[config.mk]
export PLATFORM = sky130hd
export DESIGN_NAME = csv_delimiter_guesser_flat
export DESIGN_NICKNAME = d
export VERILOG_FILES = /design/src/rtl/core/cdg_pkg.sv /design/src/rtl/core/cdg_in_if.sv /design/src/rtl/core/cdg_out_if.sv /design/src/rtl/core/cdg_tracker.sv /design/src/rtl/core/csv_delimiter_guesser.sv /design/src/flat_wrapper.sv
export SDC_FILE = /design/constraint.sdc
export NUM_CORES = 1
export LEC_CHECK = 0
export BUFFER_PORTS_ARGS = -buffer_cell sky130_fd_sc_hd__buf_2
export CAP_MARGIN = 10
export CORE_UTILIZATION = 54
export CTS_CLUSTER_SIZE = 16
export DETAILED_ROUTE_END_ITERATION = 8
export PLACE_DENSITY = 0.79
export RECOVER_POWER = 100
export SYNTH_ARGS = -nofsm -noshare
export SYNTH_HDL_FRONTEND = slang
export SYNTH_SLANG_ARGS = --single-unit
[constraint.sdc]
create_clock -name clk -period 8.48 [get_ports clk]
set_input_delay 0 -clock clk [delete_from_list [all_inputs] [get_ports clk]]
set_output_delay 0 -clock clk [all_outputs]
set_load 0.02 [all_outputs]
[src/rtl/core/cdg_pkg.sv]
// Shared types and constants for the CSV delimiter guesser.
// Depends on nothing; every other file of the block refers to it by scoped names.
`default_nettype none

package cdg_pkg;

	localparam int NUM_CAND = 5;
	localparam int CAND_IDX_W = 3;
	localparam int SCORE_W = 2;
	localparam int LINES_W = 4;

	typedef logic [CAND_IDX_W-1:0] cand_idx_t;
	typedef logic [SCORE_W-1:0] score_t;
	typedef logic [LINES_W-1:0] lines_t;
	typedef logic [7:0] byte_t;

	localparam byte_t NEWLINE_BYTE = 8'd10;
	localparam score_t START_SCORE = 2'd2;
	localparam score_t ABSENT_SCORE = 2'd1;
	localparam score_t MISMATCH_SCORE = 2'd0;
	localparam lines_t LINES_MAX = {LINES_W{1'b1}};
	localparam lines_t LOOKAHEAD_RESET = 4'd5;

	localparam byte_t CAND_CHAR [NUM_CAND] = '{8'h7C, 8'h3B, 8'h2C, 8'h09, 8'h20};

	// One request handed from the input stage to the tracker.
	typedef struct packed {
		logic  valid;
		logic  end_mark;
		byte_t text_byte;
	} step_t;

	function automatic byte_t cand_char_of(input cand_idx_t idx);
		byte_t ch;
		ch = CAND_CHAR[0];
		for (int i = 0; i < NUM_CAND; i++) begin
			if (idx == cand_idx_t'(i)) begin
				ch = CAND_CHAR[i];
			end
		end
		return ch;
	endfunction

endpackage

`default_nettype wire

[src/rtl/core/cdg_in_if.sv]
// Input channel of the delimiter guesser: one text byte and an end mark per request.
// Uses cdg_pkg for the byte type.
`default_nettype none

interface cdg_in_if;
	logic            valid;
	logic            ready;
	cdg_pkg::byte_t  text_byte;
	logic            end_of_sample;

	modport source (output valid, output text_byte, output end_of_sample, input ready);
	modport sink (input valid, input text_byte, input end_of_sample, output ready);
endinterface

`default_nettype wire

[src/rtl/core/cdg_out_if.sv]
// Output channel of the delimiter guesser: the chosen delimiter and its index.
// Uses cdg_pkg for the byte and index types.
`default_nettype none

interface cdg_out_if;
	logic               valid;
	logic               ready;
	cdg_pkg::byte_t     guessed_delimiter;
	cdg_pkg::cand_idx_t candidate_index;

	modport source (output valid, output guessed_delimiter, output candidate_index, input ready);
	modport sink (input valid, input guessed_delimiter, input candidate_index, output ready);
endinterface

`default_nettype wire

[src/rtl/core/cdg_tracker.sv]
// Per-candidate line counters, first-line counts and scores, with the winner select.
// Depends on cdg_pkg for the step struct, candidate table and score codes.
`default_nettype none

module cdg_tracker #(
	parameter int COUNT_WIDTH = 16
) (
	input  wire                      clk,
	input  wire                      arst_n,
	input  wire cdg_pkg::step_t      step,
	input  wire cdg_pkg::lines_t     lookahead,
	output cdg_pkg::cand_idx_t       winner
);

	localparam logic [COUNT_WIDTH-1:0] COUNT_MAX = {COUNT_WIDTH{1'b1}};

	logic [COUNT_WIDTH-1:0] first_cnt_q [cdg_pkg::NUM_CAND];
	logic [COUNT_WIDTH-1:0] cur_cnt_q [cdg_pkg::NUM_CAND];
	cdg_pkg::score_t        score_q [cdg_pkg::NUM_CAND];
	cdg_pkg::score_t        score_close [cdg_pkg::NUM_CAND];
	cdg_pkg::score_t        score_eff [cdg_pkg::NUM_CAND];
	cdg_pkg::lines_t        lines_q;

	logic active;
	logic is_newline;
	logic do_close;
	logic do_count;
	logic first_line;

	assign active     = lines_q < lookahead;
	assign is_newline = step.text_byte == cdg_pkg::NEWLINE_BYTE;
	assign do_close   = step.valid && active && (step.end_mark || is_newline);
	assign do_count   = step.valid && active && !step.end_mark && !is_newline;
	assign first_line = lines_q == '0;

	always_comb begin
		for (int i = 0; i < cdg_pkg::NUM_CAND; i++) begin
			score_close[i] = score_q[i];
			if (first_line) begin
				if (cur_cnt_q[i] == '0) begin
					score_close[i] = cdg_pkg::ABSENT_SCORE;
				end
			end else if (cur_cnt_q[i] != first_cnt_q[i]) begin
				score_close[i] = cdg_pkg::MISMATCH_SCORE;
			end
			score_eff[i] = do_close ? score_close[i] : score_q[i];
		end
	end

	// The earlier candidate keeps the lead on a tie.
	always_comb begin
		cdg_pkg::score_t best_score;
		best_score = score_eff[0];
		winner = '0;
		for (int i = 1; i < cdg_pkg::NUM_CAND; i++) begin
			if (score_eff[i] > best_score) begin
				best_score = score_eff[i];
				winner = cdg_pkg::cand_idx_t'(i);
			end
		end
	end

	always_ff @(posedge clk or negedge arst_n) begin
		if (!arst_n) begin
			lines_q <= '0;
			for (int i = 0; i < cdg_pkg::NUM_CAND; i++) begin
				first_cnt_q[i] <= '0;
				cur_cnt_q[i] <= '0;
				score_q[i] <= cdg_pkg::START_SCORE;
			end
		end else if (step.valid && step.end_mark) begin
			lines_q <= '0;
			for (int i = 0; i < cdg_pkg::NUM_CAND; i++) begin
				first_cnt_q[i] <= '0;
				cur_cnt_q[i] <= '0;
				score_q[i] <= cdg_pkg::START_SCORE;
			end
		end else if (do_close) begin
			if (lines_q != cdg_pkg::LINES_MAX) begin
				lines_q <= lines_q + 1'b1;
			end
			for (int i = 0; i < cdg_pkg::NUM_CAND; i++) begin
				if (first_line) begin
					first_cnt_q[i] <= cur_cnt_q[i];
				end
				cur_cnt_q[i] <= '0;
				score_q[i] <= score_close[i];
			end
		end else if (do_count) begin
			for (int i = 0; i < cdg_pkg::NUM_CAND; i++) begin
				if (step.text_byte == cdg_pkg::CAND_CHAR[i] && cur_cnt_q[i] != COUNT_MAX) begin
					cur_cnt_q[i] <= cur_cnt_q[i] + 1'b1;
				end
			end
		end
	end

endmodule

`default_nettype wire

[src/rtl/core/csv_delimiter_guesser.sv]
// Top level of the CSV delimiter guesser: input stage, tracker and result register.
// Depends on cdg_pkg, cdg_in_if, cdg_out_if and cdg_tracker.
//
// Usage: text bytes arrive on the sample channel, one request per byte, with
// end_of_sample set on a closing request whose byte is ignored. Each closing
// request yields one result on the guess channel: the delimiter character and
// its candidate index. Other requests yield nothing.
// The lookahead register (lookahead_q) is written through cfg_we and cfg_wdata;
// the user must write it only while the block is idle, as the block does not
// enforce this. It resets to 5. Throughput is one request per cycle, except
// while a closing request waits as described below. A request in the input
// stage is processed by the tracker as it advances, and a closing request's
// result is captured in the result register and shown on the guess channel
// from there. The tracker has five parallel compare-and-increment counters.
// When the receiver stalls, the result register holds its value; ordinary
// bytes keep flowing, and only a second closing request waits in the input
// stage until the pending result is taken.
// Reset clears the input stage valid and result valid, sets all scores to two,
// clears all counts and restores the lookahead to 5.
`default_nettype none

module csv_delimiter_guesser #(
	parameter int COUNT_WIDTH = 16
) (
	input  wire              clk,
	input  wire              arst_n,
	input  wire              cfg_we,
	input  wire  [3:0]       cfg_wdata,
	cdg_in_if.sink           sample,
	cdg_out_if.source        guess
);

	logic                valid_s1;
	logic                end_s1;
	cdg_pkg::byte_t      byte_s1;
	cdg_pkg::lines_t     lookahead_q;
	logic                out_valid_q;
	cdg_pkg::byte_t      out_char_q;
	cdg_pkg::cand_idx_t  out_idx_q;
	cdg_pkg::cand_idx_t  winner;
	cdg_pkg::step_t      step;
	logic                advance;

	assign advance = valid_s1 && !(end_s1 && out_valid_q && !guess.ready);
	assign sample.ready = !valid_s1 || advance;

	assign step.valid     = advance;
	assign step.end_mark  = end_s1;
	assign step.text_byte = byte_s1;

	cdg_tracker #(
		.COUNT_WIDTH(COUNT_WIDTH)
	) u_tracker (
		.clk       (clk),
		.arst_n    (arst_n),
		.step      (step),
		.lookahead (lookahead_q),
		.winner    (winner)
	);

	always_ff @(posedge clk or negedge arst_n) begin
		if (!arst_n) begin
			lookahead_q <= cdg_pkg::LOOKAHEAD_RESET;
		end else if (cfg_we) begin
			lookahead_q <= cfg_wdata;
		end
	end

	always_ff @(posedge clk or negedge arst_n) begin
		if (!arst_n) begin
			valid_s1 <= 1'b0;
		end else if (sample.ready) begin
			valid_s1 <= sample.valid;
		end
	end

	always_ff @(posedge clk) begin
		if (sample.ready) begin
			byte_s1 <= sample.text_byte;
			end_s1 <= sample.end_of_sample;
		end
	end

	always_ff @(posedge clk or negedge arst_n) begin
		if (!arst_n) begin
			out_valid_q <= 1'b0;
		end else if (advance && end_s1) begin
			out_valid_q <= 1'b1;
		end else if (guess.ready) begin
			out_valid_q <= 1'b0;
		end
	end

	always_ff @(posedge clk) begin
		if (advance && end_s1) begin
			out_char_q <= cdg_pkg::cand_char_of(winner);
			out_idx_q <= winner;
		end
	end

	assign guess.valid             = out_valid_q;
	assign guess.guessed_delimiter = out_char_q;
	assign guess.candidate_index   = out_idx_q;

	a_result_follows_close: assert property (@(posedge clk) disable iff (!arst_n)
		(advance && end_s1) |=> (out_valid_q && out_idx_q == $past(winner)))
		else $error("closing request did not produce its result");

	a_pending_result_blocks_close: assert property (@(posedge clk) disable iff (!arst_n)
		(valid_s1 && end_s1 && out_valid_q && !guess.ready) |-> !sample.ready)
		else $error("closing request advanced over a stalled result");

	a_result_consistent: assert property (@(posedge clk) disable iff (!arst_n)
		out_valid_q |-> (out_idx_q < 3'd5 && out_char_q == cdg_pkg::cand_char_of(out_idx_q)))
		else $error("result index and delimiter disagree");

endmodule

`default_nettype wire

[src/flat_wrapper.sv]
// flat-port wrapper written by rule: the top's interface ports become plain ports
module csv_delimiter_guesser_flat 
#(
	parameter int COUNT_WIDTH = 16
)
  (clk, arst_n, cfg_we, cfg_wdata, sample_valid, sample_text_byte, sample_end_of_sample, sample_ready, guess_valid, guess_guessed_delimiter, guess_candidate_index, guess_ready);
  cdg_in_if sample_i ();
  cdg_out_if guess_i ();
  input  wire clk;
  input  wire arst_n;
  input  wire cfg_we;
  input  wire  [3:0] cfg_wdata;
  input wire logic [$bits(sample_i.valid)-1:0] sample_valid;
  input wire logic [$bits(sample_i.text_byte)-1:0] sample_text_byte;
  input wire logic [$bits(sample_i.end_of_sample)-1:0] sample_end_of_sample;
  output wire logic [$bits(sample_i.ready)-1:0] sample_ready;
  output wire logic [$bits(guess_i.valid)-1:0] guess_valid;
  output wire logic [$bits(guess_i.guessed_delimiter)-1:0] guess_guessed_delimiter;
  output wire logic [$bits(guess_i.candidate_index)-1:0] guess_candidate_index;
  input wire logic [$bits(guess_i.ready)-1:0] guess_ready;
  assign sample_i.valid = sample_valid;
  assign sample_i.text_byte = sample_text_byte;
  assign sample_i.end_of_sample = sample_end_of_sample;
  assign sample_ready = sample_i.ready;
  assign guess_valid = guess_i.valid;
  assign guess_guessed_delimiter = guess_i.guessed_delimiter;
  assign guess_candidate_index = guess_i.candidate_index;
  assign guess_i.ready = guess_ready;
  csv_delimiter_guesser #(.COUNT_WIDTH(COUNT_WIDTH)) u_core (.clk(clk), .arst_n(arst_n), .cfg_we(cfg_we), .cfg_wdata(cfg_wdata), .sample(sample_i), .guess(guess_i));
endmodule
# After elaboration in Yosys (flattened, before gate mapping)
# Cells that the tools add are included.
[totals]
register_bits = 199
memories = 0
ramBits = 0
mem_bits_ro = 0
wordCells = 154
latch_bits = 0
out_inout_bits = 13
in_bits = 18
[classes]
reduce_logical = 45
n_bitwise = 0
n_mux = 52
magnitude_cmp = 5
div_mod_pow = 0
add_sub_neg = 6
n_mul = 0
shifts = 0
n_eq_ne = 21
[op_table]
columns = ["op", "count"]
rows = [
  ["$mux W80", 5],
  ["$mux W16", 10],
  ["$add A16 B1 Y16 const B", 5],
  ["$logic_not A16 Y1", 5],
  ["$ne A16 B16 Y1", 5],
  ["$ne A16 B16 Y1 const B", 5],
  ["$mux W2", 23],
  ["$eq A8 B6 Y1 const B", 3],
  ["$mux W10", 2],
  ["$reduce_bool A3 Y1", 6],
  ["$eq A8 B4 Y1 const B", 2],
  ["$reduce_and A2 Y1", 7],
  ["$logic_and A1 B1 Y1", 13],
  ["$mux W4", 3],
  ["$mux W6", 2],
  ["$mux W3", 3],
  ["$eq A8 B7 Y1 const B", 1],
  ["$gt A2 B2 Y1", 4],
  ["$reduce_bool A2 Y1", 4],
  ["$mux W7", 1],
  ["$eq A3 B2 Y1 const B", 2],
  ["$logic_not A1 Y1", 5],
  ["$add A4 B1 Y4 const B", 1],
  ["$logic_not A4 Y1", 1],
  ["8 further kinds", 11],
]

# Longest topological paths before layout
# Gate-level depths: netlist of the first run.
[depth]
ltp_word = 19
mapped_depth = 32
ltp_nobuf = 31

# By module
# A second synthesis of the first run with hierarchy kept.
[unflattened]
cells_unflattened = 1162
area_unflattened_um2 = 10655.2
[modules_own_cells]
columns = ["module", "instances", "cells_per_inst", "seq_area_each_um2", "area_each_um2"]
rows = [
  ["cdg_tracker", 1, 1116, 4360.4, 9774.4],
  ["csv_delimiter_guesser", 1, 46, 723.2, 880.8],
]

# Worst setup path after synthesis of the first run
# No wires, ideal clock.
[synth_timing]
kind = "register -> register"
from = "reg u_core.byte_s1[2]"
to = "reg u_core.out_char_q[6] (netlist: u_core.guess.guessed_delimiter[6]), data pin"
period_less_slack_ns = 5.524
path_buffers = 1
t_required_ns = 8.225
setup_slack_ns = 2.956
stages_incl_launch_ff = 29
arrival_ns = 5.269
setup_time_ns = 0.255
cell_sequence = "edfxtp_1 > nor4b_2 > a31oi_1 > a2111oi_1 > buf_2 > a21oi_1 > a21oi_1 > inv_1 > ha_1 > inv_1 > o22ai_1 > o21ai_0 > ha_1 > inv_1 > o22ai_1 > and2_1 > a22oi_1 > o21ai_0 > ha_1 > inv_1 > o22ai_1 > inv_1 > a22oi_1 > ha_1 > a21oi_1 > inv_1 > nand2_1 > nor2_1 > and2_1"
[synth_between]
elab_chain_cells = 14
word_cells_on_any_way = 25
classes_between = "order compare (4); eq/ne (5); mux (13); reduce/logical (3)"
[synth_lines]
columns = ["item", "line", "text"]
rows = [
  ["start: declaration", "csv_delimiter_guesser.sv:35", "cdg_pkg::byte_t byte_s1;"],
  ["start signal: assignment", "csv_delimiter_guesser.sv:79", "byte_s1 <= sample.text_byte;"],
  ["$eq A8 B4 Y1 *", "cdg_tracker.sv:31", "assign is_newline = step.text_byte == cdg_pkg::NEWLINE_BYTE;"],
  ["$logic_or A1 B1 Y1 *", "cdg_tracker.sv:32", "assign do_close = step.valid && active && (step.end_mark || is_newline);"],
  ["$logic_and A1 B1 Y1 *", "cdg_tracker.sv:32", ""],
  ["$mux W2", "cdg_tracker.sv:46", "score_eff[i] = do_close ? score_close[i] : score_q[i];"],
  ["$gt A2 B2 Y1", "cdg_tracker.sv:56", "if (score_eff[i] > best_score) begin"],
  ["$mux W2", "cdg_tracker.sv:56", ""],
  ["$gt A2 B2 Y1", "cdg_tracker.sv:56", ""],
  ["$mux W2", "cdg_tracker.sv:56", ""],
  ["$gt A2 B2 Y1", "cdg_tracker.sv:56", ""],
  ["$mux W2", "cdg_tracker.sv:56", ""],
  ["$gt A2 B2 Y1", "cdg_tracker.sv:56", ""],
  ["$mux W3 *", "cdg_tracker.sv:56", ""],
  ["via u_core.u_tracker.winner[2]", "cdg_tracker.sv:12", "output cdg_pkg::cand_idx_t winner"],
  ["$eq A3 B3 Y1, or another cell as far along", "cdg_pkg.sv:37", "if (idx == cand_idx_t'(i)) begin"],
  ["$reduce_or A3 Y1 (no source line) or $mux W7 (tied branches)", "--", ""],
  ["end signal: assignment", "csv_delimiter_guesser.sv:96", "out_char_q <= cdg_pkg::cand_char_of(winner);"],
  ["end: declaration", "csv_delimiter_guesser.sv:38", "cdg_pkg::byte_t out_char_q;"],
]
# The timed path passes the listed nets; every way through them passes the cells marked *.
# A chain may end at the register's enable or synchronous reset.

# Worst setup path in the final report of the first run
# Same ends and word-level chain as after synthesis.

==> flow_results.xml, run 1 <==
<?xml version="1.0" encoding="UTF-8"?>
<metrics>
  <group name="yosys">
    <metric name="synth_nets" unit="">1201</metric>
    <metric name="synth.area.top_cells" unit="">dfrtp_1 41%, xor2_1 7.9%, nand2_1 7.7%, edfxtp_1 5.4%, a21oi_1 4.6%</metric>
    <metric name="postSynthRegisterBits" unit="">199</metric>
    <metric name="synthesis.area" unit="um2">10500</metric>
    <metric name="yosysMostFrequentCell" unit="">nand2_1</metric>
    <metric name="yosysWarnings" unit="">0</metric>
    <metric name="ys.flop_type" unit="">dfrtp_1</metric>
    <metric name="avgSynthCellArea" unit="um2">9.08</metric>
    <metric name="synth.largest_area_cell" unit="">dfrtp_1</metric>
    <metric name="synthDistinctLibCells" unit="">61</metric>
    <metric name="postSynth.asyncResetShare" unit="%">90.5</metric>
    <metric name="synthDominantCellAreaShare" unit="%">41.2</metric>
    <metric name="post_synth_inst_count" unit="">1157</metric>
    <metric name="ys_top_cells_by_count" unit="">215 x nand2_1, 173 x dfrtp_1, 96 x a21oi_1, 95 x xor2_1, 94 x nor2_1</metric>
    <metric name="number_of_flops_mapped_to_enable_cells_by_yosys" unit="">19</metric>
    <metric name="synth-seq-area-share" unit="%">48.4</metric>
  </group>
  <group name="clock_network">
    <metric name="tritoncts_num_sinks" unit="">199</metric>
    <metric name="clk-insertion-delay-late" unit="ns">0.44</metric>
    <metric name="cts.repair_timing.setup_buffer_count" unit="">0</metric>
    <metric name="cts_root_buf" unit="">clkbuf_16</metric>
    <metric name="h-tree-depth" unit="">4</metric>
    <metric name="tritoncts.num_buffers" unit="">17</metric>
    <metric name="clock_path_buffers" unit="">2</metric>
    <metric name="tritoncts" unit="">built</metric>
    <metric name="cts.reportedPaths.clkPinSlew" unit="ns">0.07</metric>
  </group>
  <group name="sta">
    <metric name="final-max-slew-violation-count" unit="">425</metric>
    <metric name="rsz0062_at_grt" unit="">false</metric>
    <metric name="holdWs" unit="ns">0.276</metric>
    <metric name="finalSetupViolations" unit="">0</metric>
    <metric name="fin_skew" unit="ns">0.0103</metric>
    <metric name="hold_violations" unit="">0</metric>
    <metric name="timing.final.crit_share" unit="%">81.9</metric>
    <metric name="finalWorstPathRequiredPeriod" unit="ns">6.95</metric>
    <metric name="relSlewSlack" unit="%">-283</metric>
    <metric name="timing_worst_slew_pin_value" unit="ns">5.74</metric>
    <metric name="layout_setup_ws" unit="ns">1.53</metric>
    <metric name="timing.fmax" unit="MHz">144</metric>
    <metric name="timing.setup.tns" unit="ns">0</metric>
  </group>
  <group name="die">
    <metric name="coreArea" unit="um2">18900</metric>
    <metric name="fp.dieW" unit="um">141</metric>
    <metric name="total_die_area" unit="um2">20000</metric>
    <metric name="row_count" unit="">50</metric>
    <metric name="boundary_pins" unit="">31</metric>
    <metric name="start_util" unit="%">55.6</metric>
    <metric name="dieHeight" unit="um">141</metric>
  </group>
  <group name="global_routing">
    <metric name="grt_antenna_before_repair" unit="">0</metric>
    <metric name="globalRouteTotalUtil" unit="%">24.9</metric>
    <metric name="grt_start_max_net_pins" unit="">108</metric>
    <metric name="global_route.overflow_total" unit="">0</metric>
    <metric name="global_route_wire_length_before_repair" unit="mm">39.6</metric>
    <metric name="first_global_vias" unit="">8077</metric>
  </group>
  <group name="power_and_ir_drop">
    <metric name="leakagePower" unit="nW">5.11</metric>
    <metric name="p_total" unit="mW">2.61</metric>
    <metric name="pwr_density_cell" unit="nW/um2">228</metric>
    <metric name="worst_ir_drop_vdd" unit="mV">0.162</metric>
  </group>
  <group name="routing">
    <metric name="dr_drc_count" unit="">0</metric>
    <metric name="via_per_inst" unit="">5.75</metric>
    <metric name="wire_length_per_cell" unit="um">16.3</metric>
    <metric name="detail_route.iter0.violations" unit="">751</metric>
    <metric name="drt_pass1_iterations" unit="">5</metric>
    <metric name="drtAntennaViolNets" unit="">0</metric>
    <metric name="vias" unit="">8189</metric>
    <metric name="finalWirelength" unit="mm">23.3</metric>
  </group>
  <group name="final_layout">
    <metric name="nNetsFinal" unit="">1196</metric>
    <metric name="instances_no_fill" unit="">1425</metric>
    <metric name="fin_area" unit="um2">11400</metric>
    <metric name="final_layout_size_suffix_gt1_share" unit="%">5.24</metric>
    <metric name="finalCoreUtilization" unit="%">60.5</metric>
    <metric name="antenna_cells_inserted" unit="">0</metric>
    <metric name="areaGrowthSynthToFinish" unit="%">8.87</metric>
  </group>
  <group name="outcome">
    <metric name="status" unit="">complete, but fails checks</metric>
    <metric name="violations" unit="">capacitance limit, slew limit</metric>
  </group>
  <group name="setup_path">
    <metric name="critical_path_arrival" unit="ns">7.14</metric>
    <metric name="critPathMostFrequentCell" unit="">inv_1</metric>
    <metric name="end_kind" unit="">flip-flop</metric>
    <metric name="critPathMaxFanout" unit="">11</metric>
    <metric name="cpPeakStageDelay" unit="ns">0.54</metric>
    <metric name="worstSetupStartpointType" unit="">flip-flop</metric>
    <metric name="worstSetupPathType" unit="">flip-flop to flip-flop</metric>
    <metric name="critPathSlowestCell" unit="">nor4b_1</metric>
    <metric name="cp_top_family" unit="">compound AO/OA/AOI/OAI gates</metric>
    <metric name="cp_buf_inv_count" unit="">8</metric>
    <metric name="worstPathRequired" unit="ns">8.67</metric>
  </group>
  <group name="placement">
    <metric name="placement.cell_area" unit="um2">10700</metric>
    <metric name="placedCellCount" unit="">1373</metric>
    <metric name="detailedPlace.worstSlack" unit="ns">2.36</metric>
    <metric name="portBuffers" unit="">29</metric>
    <metric name="post-dp-hpwl" unit="mm">15.2</metric>
    <metric name="place.gp.congestion" unit="">0.880</metric>
  </group>
  <group name="run">
    <metric name="max_cap_viol_count" unit="">7</metric>
  </group>
  <group name="hold_path">
    <metric name="hold_class" unit="">primary input to flip-flop</metric>
  </group>
</metrics>
==> cells by family after synthesis <==
kind of cell,Yosys count,synth area share (%)
AOI/OAI and AO/OA,164,9.12
xor gates and xnor gates,140,11.7
adders and majority gates,26,3.10
buffers and inverters,122,4.63
DFF,199,48.4
muxes,3,0.298
other,1,0.0357
and+or+nand+nor,502,22.7
==> flip-flops by register name, summed over array words and instances (netlist names) <==
| register | flops |
|---|---|
| u_core.byte_s1 | 8 |
| u_core.end_s1 | 1 |
| u_core.guess.candidate_index | 3 |
| u_core.guess.guessed_delimiter | 7 |
| u_core.guess.valid | 1 |
| u_core.lookahead_q | 4 |
| u_core.u_tracker.cur_cnt_q | 80 |
| u_core.u_tracker.first_cnt_q | 80 |
| u_core.u_tracker.lines_q | 4 |
| u_core.u_tracker.score_q | 10 |
| u_core.valid_s1 | 1 |
==> worst register-to-register path: cells and delay by family (launching register included) <==
kind | cells | cell delay, ns
compound gates | 12 | 2.78
simple gates | 5 | 1.05
fa+ha+maj | 4 | 1.11
flops | 1 | 0.43
buf+inv | 8 | 1.34
==> where the power goes <==
group	internal, mW	switching [mW]	leakage (nW)
logic	0.216	0.467	2.17
clock network	0.462	0.352	0.283
registers	1.08	0.0323	2.66
==> final cells by class <==
class / instances / area (um2)
multi-input combinational: 836 / 4930
timing repair buffer: 58 / 373
clock inverter: 10 / 128
inverter: 40 / 151
tap: 260 / 325
fill: 1662 / 7460
sequential: 199 / 5080
clock buffer: 22 / 444
==> per-layer routing <==
metal	vias to the layer above	wire, um	GRT usage [%]
met1	4008	9960	31.5
met5	-	0	0
li1	3930	-	-
met2	218	11900	43.5
met4	0	419	8.26
met3	33	983	4.12
==> final timing paths <==
path | startpoint | endpoint | slack, ns | depth (start not counted)
min in group asynchronous | arst_n | u_core.u_tracker.first_cnt_q[23]$_DFFE_PN0P_ | 2.23 | 2
setup / recovery | u_core.byte_s1[2]$_DFFE_PP_ | u_core.guess.guessed_delimiter[6]$_SDFFCE_PP0P_ | 1.53 | 29
hold reg to reg | u_core.u_tracker.score_q[9]$_DFFE_PN1P_ | u_core.u_tracker.score_q[9]$_DFFE_PN1P_ | 0.52 | 2
max in group asynchronous | arst_n | u_core.u_tracker.first_cnt_q[41]$_DFFE_PN0P_ | 2.31 | 3
hold / removal | sample_text_byte[4] | u_core.byte_s1[4]$_DFFE_PP_ | 0.28 | 2
setup reg to reg | u_core.byte_s1[2]$_DFFE_PP_ | u_core.guess.guessed_delimiter[6]$_SDFFCE_PP0P_ | 1.53 | 29
==> what timing repair did <==
| item | CTS | global route |
|---|---|---|
| endpoints found under the hold margin | 119 | 0 |
| hold buffers | 20 | 0 |
| gates resized for setup | 0 | 0 |
| endpoints found under the setup margin | 0 | 0 |
==> layout by cell type, fill, tap and decap left out, types with 3 or more instances in the layout <==
cell type	synthesis	final
o22ai_1	3	3
and4_1	7	7
xnor2_1	45	45
buf_2	10	14
or3_1	4	4
nor3_1	16	16
inv_1	39	39
ha_1	26	26
a21oi_1	96	96
o2111ai_1	4	4
bufinv_16	0	3
o21a_1	4	4
nand2b_1	3	3
nor2_2	3	3
nand3b_1	3	3
xor2_1	95	95
nand4_1	48	48
o21ai_0	22	23
nand2_1	215	214
dfrtp_1	173	173
dfstp_2	7	6
edfxtp_1	19	19
nor4b_1	5	6
nor2_1	94	94
clkbuf_1	63	25
clkbuf_16	0	17
clkinv_2	0	5
nor4_1	30	30
nand3_1	29	29
buf_4	2	3
or4_1	9	10
o31ai_1	5	5
o211ai_1	6	6
dlygate4sd3_1	0	20
and3_1	14	14
and2_1	15	15
Power figures use the tool's default switching activity.
==> run 2: changes to the inputs <==
PLACE_DENSITY = 0.81   (was 0.79)
clock period = 5.94 ns   (was 8.48 ns; I/O delays follow)
==> run 2 against run 1 <==
Count of clock-buffer cells in the layout grew 2. Global-route usage up 0.37 points. Maximum frequency rose by 23%. Clock power is 33% higher. Cell area is 1.6% higher. Clock skew is 0.0012 ns higher. The flow still finishes with violations (capacitance limit, slew limit). Highest routed layer unchanged. Combinational power increased by 82%. First-iteration DRC count up 6.8%. Sequential power grew 43%. Sequential share of layout area shrank 0.67 points. Sequential cell count stayed put.
==> flow_results.xml, run 2 (same netlist as run 1, synthesis figures left out) <==
<?xml version="1.0" encoding="UTF-8"?>
<metrics>
  <group name="clock_network">
    <metric name="tritoncts.num_buffers" unit="">17</metric>
    <metric name="clock_path_buffers" unit="">2</metric>
    <metric name="tritoncts_num_sinks" unit="">199</metric>
    <metric name="cts.reportedPaths.clkPinSlew" unit="ns">0.07</metric>
    <metric name="h-tree-depth" unit="">4</metric>
    <metric name="tritoncts" unit="">built</metric>
    <metric name="cts_root_buf" unit="">clkbuf_16</metric>
    <metric name="clk-insertion-delay-late" unit="ns">0.44</metric>
  </group>
  <group name="global_routing">
    <metric name="globalRouteTotalUtil" unit="%">25.3</metric>
    <metric name="global_route.overflow_total" unit="">0</metric>
    <metric name="grt_start_max_net_pins" unit="">101</metric>
    <metric name="global_route_wire_length_before_repair" unit="mm">40.0</metric>
    <metric name="first_global_vias" unit="">7999</metric>
    <metric name="grt_antenna_before_repair" unit="">1</metric>
  </group>
  <group name="routing">
    <metric name="wire_length_per_cell" unit="um">16.6</metric>
    <metric name="detail_route.iter0.violations" unit="">802</metric>
    <metric name="vias" unit="">8290</metric>
    <metric name="dr_drc_count" unit="">0</metric>
    <metric name="via_per_inst" unit="">5.78</metric>
    <metric name="finalWirelength" unit="mm">23.9</metric>
    <metric name="drtAntennaViolNets" unit="">0</metric>
    <metric name="drt_pass1_iterations" unit="">5</metric>
  </group>
  <group name="die">
    <metric name="start_util" unit="%">55.6</metric>
    <metric name="total_die_area" unit="um2">20000</metric>
    <metric name="dieHeight" unit="um">141</metric>
    <metric name="row_count" unit="">50</metric>
    <metric name="boundary_pins" unit="">31</metric>
    <metric name="fp.dieW" unit="um">141</metric>
    <metric name="coreArea" unit="um2">18900</metric>
  </group>
  <group name="setup_path">
    <metric name="critical_path_arrival" unit="ns">5.85</metric>
    <metric name="end_kind" unit="">flip-flop</metric>
    <metric name="worst-r2r-setup-slack" unit="ns">0.30</metric>
    <metric name="reg2regPathDepth" unit="">30</metric>
    <metric name="cpPeakStageDelay" unit="ns">0.58</metric>
    <metric name="critPathSlowestCell" unit="">or4_1</metric>
    <metric name="r2r-end" unit="">u_core.guess.guessed_delimiter[6]$_SDFFCE_PP0P_</metric>
    <metric name="r2r-start" unit="">u_core.u_tracker.cur_cnt_q[58]$_DFFE_PN0P_</metric>
    <metric name="worstSetupStartpointType" unit="">flip-flop</metric>
    <metric name="worstPathRequired" unit="ns">6.14</metric>
    <metric name="critPathMaxFanout" unit="">11</metric>
    <metric name="worstSetupPathType" unit="">flip-flop to flip-flop</metric>
    <metric name="critPathMostFrequentCell" unit="">inv_1</metric>
  </group>
  <group name="final_layout">
    <metric name="final_cell_mix" unit="">213 x nand2_1, 172 x dfrtp_1, 95 x xor2_1</metric>
    <metric name="finalCoreUtilization" unit="%">61.5</metric>
    <metric name="final_common_cell" unit="">nand2_1</metric>
    <metric name="areaGrowthSynthToFinish" unit="%">10.6</metric>
    <metric name="nNetsFinal" unit="">1204</metric>
    <metric name="largestRegisters" unit="">u_core.u_tracker.cur_cnt_q (80), u_core.u_tracker.first_cnt_q (80), u_core.u_tracker.score_q (10)</metric>
    <metric name="instances_no_fill" unit="">1434</metric>
    <metric name="final_layout_size_suffix_gt1_share" unit="%">8.27</metric>
  </group>
  <group name="power_and_ir_drop">
    <metric name="clock_power_share" unit="%">27.6</metric>
    <metric name="seq_power_share" unit="%">40.6</metric>
    <metric name="leakagePower" unit="nW">5.18</metric>
    <metric name="worst_ir_drop_vdd" unit="mV">0.275</metric>
    <metric name="power_frac_comb" unit="%">31.8</metric>
    <metric name="pwr_density_cell" unit="nW/um2">337</metric>
    <metric name="internal_power" unit="mW">2.56</metric>
    <metric name="power.share.switching" unit="%">34.5</metric>
    <metric name="total_switching_power" unit="mW">1.35</metric>
  </group>
  <group name="sta">
    <metric name="holdWs" unit="ns">0.210</metric>
    <metric name="timing_worst_slew_pin_value" unit="ns">1.97</metric>
    <metric name="timing.fmax" unit="MHz">177</metric>
    <metric name="hold_violations" unit="">0</metric>
    <metric name="finalSetupViolations" unit="">0</metric>
    <metric name="timing.final.crit_share" unit="%">95.0</metric>
    <metric name="relSlewSlack" unit="%">-31.3</metric>
    <metric name="fin_skew" unit="ns">0.0115</metric>
    <metric name="layout_setup_ws" unit="ns">0.295</metric>
    <metric name="final-max-slew-violation-count" unit="">82</metric>
    <metric name="finalWorstPathRequiredPeriod" unit="ns">5.64</metric>
  </group>
  <group name="run">
    <metric name="max_cap_viol_count" unit="">1</metric>
  </group>
  <group name="outcome">
    <metric name="status" unit="">complete, but fails checks</metric>
    <metric name="violations" unit="">capacitance limit, slew limit</metric>
  </group>
  <group name="placement">
    <metric name="portBuffers" unit="">29</metric>
    <metric name="post-dp-hpwl" unit="mm">15.2</metric>
    <metric name="placedCellCount" unit="">1378</metric>
    <metric name="detailedPlace.worstSlack" unit="ns">0.0750</metric>
    <metric name="place.gp.congestion" unit="">0.860</metric>
  </group>
  <group name="hold_path">
    <metric name="hold_class" unit="">primary input to asynchronous set/reset pin</metric>
  </group>
</metrics>
[run 2: changes by cell type in the layout (fill, tap and decap cells not counted), sizes merged]
cell         before  now
clkbuf           43   39
bufinv            3    0
dlygate4sd3      20   19
buf              17   32
diode             0    1
inv              40   39
clkinv            6    5
clkinvlp          1    4
[run 2: power by group through the flow]
stage               registers (mW)  logic (mW)  clock network [mW]
floorplan                     1.65       0.675                   0
global placement              1.61        1.01                   0
detailed placement            1.61        1.05                   0
CTS                           1.59        1.10                1.09
global route                  1.60        1.38                1.15
finish                        1.59        1.24                1.08
[run 2: worst max path at each step]
stage                                                          start                                              end  slack (ns)  depth (start not counted)
after detailed placement           u_core.lookahead_q[2]$_DFFE_PN1P_  u_core.guess.guessed_delimiter[6]$_SDFFCE_PP0P_        0.07                         28
after floorplan                          u_core.byte_s1[2]$_DFFE_PP_  u_core.guess.guessed_delimiter[6]$_SDFFCE_PP0P_        0.42                         28
after global placement             u_core.lookahead_q[2]$_DFFE_PN1P_  u_core.guess.guessed_delimiter[6]$_SDFFCE_PP0P_        0.37                         29
final                     u_core.u_tracker.cur_cnt_q[58]$_DFFE_PN0P_  u_core.guess.guessed_delimiter[6]$_SDFFCE_PP0P_        0.30                         30
after CTS                 u_core.u_tracker.cur_cnt_q[58]$_DFFE_PN0P_  u_core.guess.guessed_delimiter[6]$_SDFFCE_PP0P_        0.01                         28
after global routing      u_core.u_tracker.cur_cnt_q[58]$_DFFE_PN0P_  u_core.guess.guessed_delimiter[6]$_SDFFCE_PP0P_       -0.05                         30
[run 2: area by class of cell]
type                       count  area (um2)
multi-input combinational    836        5030
sequential                   199        5080
fill                        1604        7280
clock inverter                 8        50.0
tap                          260         325
antenna                        1        2.50
clock buffer                  24         492
inverter                      40         151
timing repair buffer          66         473
[run 2: what timing repair did]
item | in CTS | in global routing
gates resized for setup | 1 | 16
endpoints found under the hold margin | 111 | 0
cloned | 0 | 0
hold buffers | 19 | 0
setup buffers | 0 | 4
setup endpoints to repair | 1 | 10
pin swaps | 0 | 2
[run 2: routing by layer]
metal | global-route usage, % | share of wire (%) | vias to the layer above
li1 | - | - | 3937
met1 | 32.8 | 43 | 4075
met2 | 41.9 | 50 | 233
met3 | 5.80 | 5.2 | 45
met4 | 8.43 | 2.2 | 0
met5 | 0 | 0 | -
[run 2: metrics by stage]
step           TNS, ns  total power, mW  area (um2)
2_1_floorplan        0             2.32       10500
6_report             0             3.91       11600
5_1_grt        -0.0504             4.12       11600
4_1_cts              0             3.77       11500
3_3_place_gp         0             2.62       10800
3_5_place_dp         0             2.67       10800
[run 2: critical path, delay by kind of cell, from the launching register on]
kind                     cells  cell delay (ns)
buffers and inverters        6             0.48
AND/OR/NAND/NOR              8             1.72
AO/OA/AOI/OAI               12             1.68
adder cells (fa/ha/maj)      4             1.04
flip-flops                   1             0.49
==> run 3: changes to the inputs <==
CELL_PAD_IN_SITES_DETAIL_PLACEMENT = 1   (was not set)
CELL_PAD_IN_SITES_GLOBAL_PLACEMENT = 2   (was not set)
CORE_UTILIZATION = 36   (was 54)
PLACE_DENSITY = 0.84   (was 0.81)
==> run 3 against run 2 <==
The run still ends with capacitance limit, slew limit left. Combinational power down 5%. Count of clock-buffer cells in the layout down 7. Sequential share of layout area down 0.75 points. Core utilization down 20 points. Register-to-register slack better by 0.02 ns.
==> flow_results.xml, run 3 (same netlist as run 1, synthesis figures left out) <==
<?xml version="1.0" encoding="UTF-8"?>
<metrics>
  <group name="outcome">
    <metric name="status" unit="">complete, but fails checks</metric>
    <metric name="violations" unit="">capacitance limit, slew limit</metric>
  </group>
  <group name="power_and_ir_drop">
    <metric name="leakagePower" unit="nW">5.21</metric>
    <metric name="worst_ir_drop_vdd" unit="mV">0.196</metric>
    <metric name="pwr_density_cell" unit="nW/um2">338</metric>
  </group>
  <group name="sta">
    <metric name="timing.fmax" unit="MHz">178</metric>
    <metric name="finalSetupViolations" unit="">0</metric>
    <metric name="relSlewSlack" unit="%">-173</metric>
    <metric name="finalWorstPathRequiredPeriod" unit="ns">5.62</metric>
    <metric name="timing.final.crit_share" unit="%">94.7</metric>
    <metric name="timing_worst_slew_pin_value" unit="ns">4.10</metric>
    <metric name="final-max-slew-violation-count" unit="">275</metric>
    <metric name="fin_skew" unit="ns">0.0192</metric>
    <metric name="hold_violations" unit="">0</metric>
  </group>
  <group name="clock_network">
    <metric name="h-tree-depth" unit="">4</metric>
    <metric name="tritoncts" unit="">built</metric>
    <metric name="tritoncts.num_buffers" unit="">17</metric>
    <metric name="clock_path_buffers" unit="">2</metric>
    <metric name="tritoncts_num_sinks" unit="">199</metric>
    <metric name="cts_root_buf" unit="">clkbuf_16</metric>
    <metric name="cts.reportedPaths.clkPinSlew" unit="ns">0.08</metric>
    <metric name="clk-insertion-delay-late" unit="ns">0.46</metric>
  </group>
  <group name="routing">
    <metric name="dr_drc_count" unit="">0</metric>
    <metric name="m1WireLength" unit="mm">13.3</metric>
    <metric name="wire_length_per_cell" unit="um">18.0</metric>
    <metric name="routed-wl-met3" unit="um">676</metric>
    <metric name="finalWirelength" unit="mm">28.1</metric>
    <metric name="routed.top_layer" unit="">met4</metric>
    <metric name="vias" unit="">8247</metric>
    <metric name="met2_length" unit="mm">13.7</metric>
    <metric name="drt_pass1_iterations" unit="">4</metric>
    <metric name="detail_route.iter0.violations" unit="">487</metric>
    <metric name="via_per_inst" unit="">5.27</metric>
    <metric name="drtAntennaViolNets" unit="">0</metric>
  </group>
  <group name="setup_path">
    <metric name="worstSetupPathType" unit="">flip-flop to flip-flop</metric>
    <metric name="end_kind" unit="">flip-flop</metric>
    <metric name="worstPathRequired" unit="ns">6.15</metric>
    <metric name="cp_top_family" unit="">compound AO/OA/AOI/OAI gates</metric>
    <metric name="cp_buf_inv_count" unit="">5</metric>
    <metric name="critPathSlowestCell" unit="">dfrtp_1</metric>
    <metric name="critPathMaxFanout" unit="">7</metric>
    <metric name="critPathMostFrequentCell" unit="">ha_1</metric>
    <metric name="worstSetupStartpointType" unit="">flip-flop</metric>
    <metric name="critical_path_arrival" unit="ns">5.83</metric>
    <metric name="cpPeakStageDelay" unit="ns">0.45</metric>
  </group>
  <group name="final_layout">
    <metric name="final_layout_size_suffix_gt1_share" unit="%">7.37</metric>
    <metric name="largestRegisters" unit="">u_core.u_tracker.cur_cnt_q (80), u_core.u_tracker.first_cnt_q (80), u_core.u_tracker.score_q (10)</metric>
    <metric name="instances_no_fill" unit="">1565</metric>
    <metric name="fin_area" unit="um2">11800</metric>
    <metric name="fillerInstances" unit="">3360</metric>
    <metric name="nNetsFinal" unit="">1212</metric>
    <metric name="final_cell_mix" unit="">214 x nand2_1, 173 x dfrtp_1, 95 x xor2_1</metric>
    <metric name="final_common_cell" unit="">nand2_1</metric>
    <metric name="antenna_cells_inserted" unit="">0</metric>
    <metric name="areaGrowthSynthToFinish" unit="%">12.5</metric>
  </group>
  <group name="die">
    <metric name="coreArea" unit="um2">28700</metric>
    <metric name="total_die_area" unit="um2">29900</metric>
    <metric name="dieHeight" unit="um">173</metric>
    <metric name="start_util" unit="%">36.6</metric>
    <metric name="row_count" unit="">62</metric>
    <metric name="boundary_pins" unit="">31</metric>
    <metric name="fp.dieW" unit="um">173</metric>
  </group>
  <group name="global_routing">
    <metric name="global_route_wire_length_before_repair" unit="mm">47.0</metric>
    <metric name="globalRouteTotalUtil" unit="%">19.6</metric>
    <metric name="first_global_vias" unit="">8729</metric>
    <metric name="global_route.overflow_total" unit="">0</metric>
    <metric name="grt_antenna_before_repair" unit="">0</metric>
    <metric name="grt_start_max_net_pins" unit="">82</metric>
  </group>
  <group name="run">
    <metric name="max_cap_viol_count" unit="">4</metric>
  </group>
  <group name="placement">
    <metric name="post-dp-hpwl" unit="mm">18.2</metric>
    <metric name="place.gp.congestion" unit="">0.768</metric>
    <metric name="portBuffers" unit="">29</metric>
    <metric name="placement.cell_area" unit="um2">11000</metric>
    <metric name="placedCellCount" unit="">1510</metric>
  </group>
  <group name="hold_path">
    <metric name="hold_class" unit="">primary input to flip-flop</metric>
  </group>
</metrics>
==> run 3: final timing paths <==
path                                                          from                                              end  slack [ns]  depth (start not counted)
max in group asynchronous                                   arst_n     u_core.u_tracker.first_cnt_q[14]$_DFFE_PN0P_        1.16                          3
min in group asynchronous                                   arst_n       u_core.u_tracker.cur_cnt_q[50]$_DFFE_PN0P_        1.54                          2
setup / recovery           u_core.u_tracker.lines_q[1]$_DFFE_PN0P_  u_core.guess.guessed_delimiter[6]$_SDFFCE_PP0P_        0.32                         27
setup reg to reg           u_core.u_tracker.lines_q[1]$_DFFE_PN0P_  u_core.guess.guessed_delimiter[6]$_SDFFCE_PP0P_        0.32                         27
hold reg to reg            u_core.u_tracker.score_q[1]$_DFFE_PN1P_          u_core.u_tracker.score_q[1]$_DFFE_PN1P_        0.51                          2
hold / removal                                 sample_text_byte[5]                      u_core.byte_s1[5]$_DFFE_PP_        0.26                          2
==> run 3: layout make-up <==
cell class | instances | area, um2 | share of cell area, %
clock buffer | 17 | 425 | 3.60
multi-input combinational | 836 | 5010 | 42.4
timing repair buffer | 74 | 483 | 4.09
inverter | 40 | 151 | 1.28
tap | 384 | 480 | 4.07
sequential | 199 | 5080 | 43.0
clock inverter | 15 | 178 | 1.50
==> run 3: routing by layer <==
layer	up-vias	global-route usage, %
met2	79	33.1
met1	4181	26.1
li1	3953	-
met5	-	0
met4	0	5.75
met3	34	2.86
==> run 3: what timing repair did <==
| item | CTS | global route |
|---|---|---|
| buffers inserted | 0 | 3 |
| hold buffers | 20 | 0 |
| endpoints found under the hold margin | 82 | 0 |
| resized for setup | 0 | 11 |
| endpoints found under the setup margin | 0 | 7 |
==> run 3: report_power, final <==
group          internal, mW  total [mW]  switching (mW)
combinational         0.407        1.18           0.771
clock                 0.606        1.22           0.613
sequential             1.54        1.59          0.0505
==> run 3: per-stage QoR <==
step	power (mW)	setup WS (ns)	hold WS, ns	setup TNS, ns	utilization, %
after floorplan	2.32	0.416	-0.296	0	-
after global placement	2.66	0.244	0.0705	0	38.3
after detailed placement	2.69	0.0799	0.0668	0	38.3
after CTS	3.92	0.0221	0.162	0	41.1
after global routing	4.21	-0.0298	0.274	-0.0298	41.2
final	3.99	0.315	0.263	0	41.2
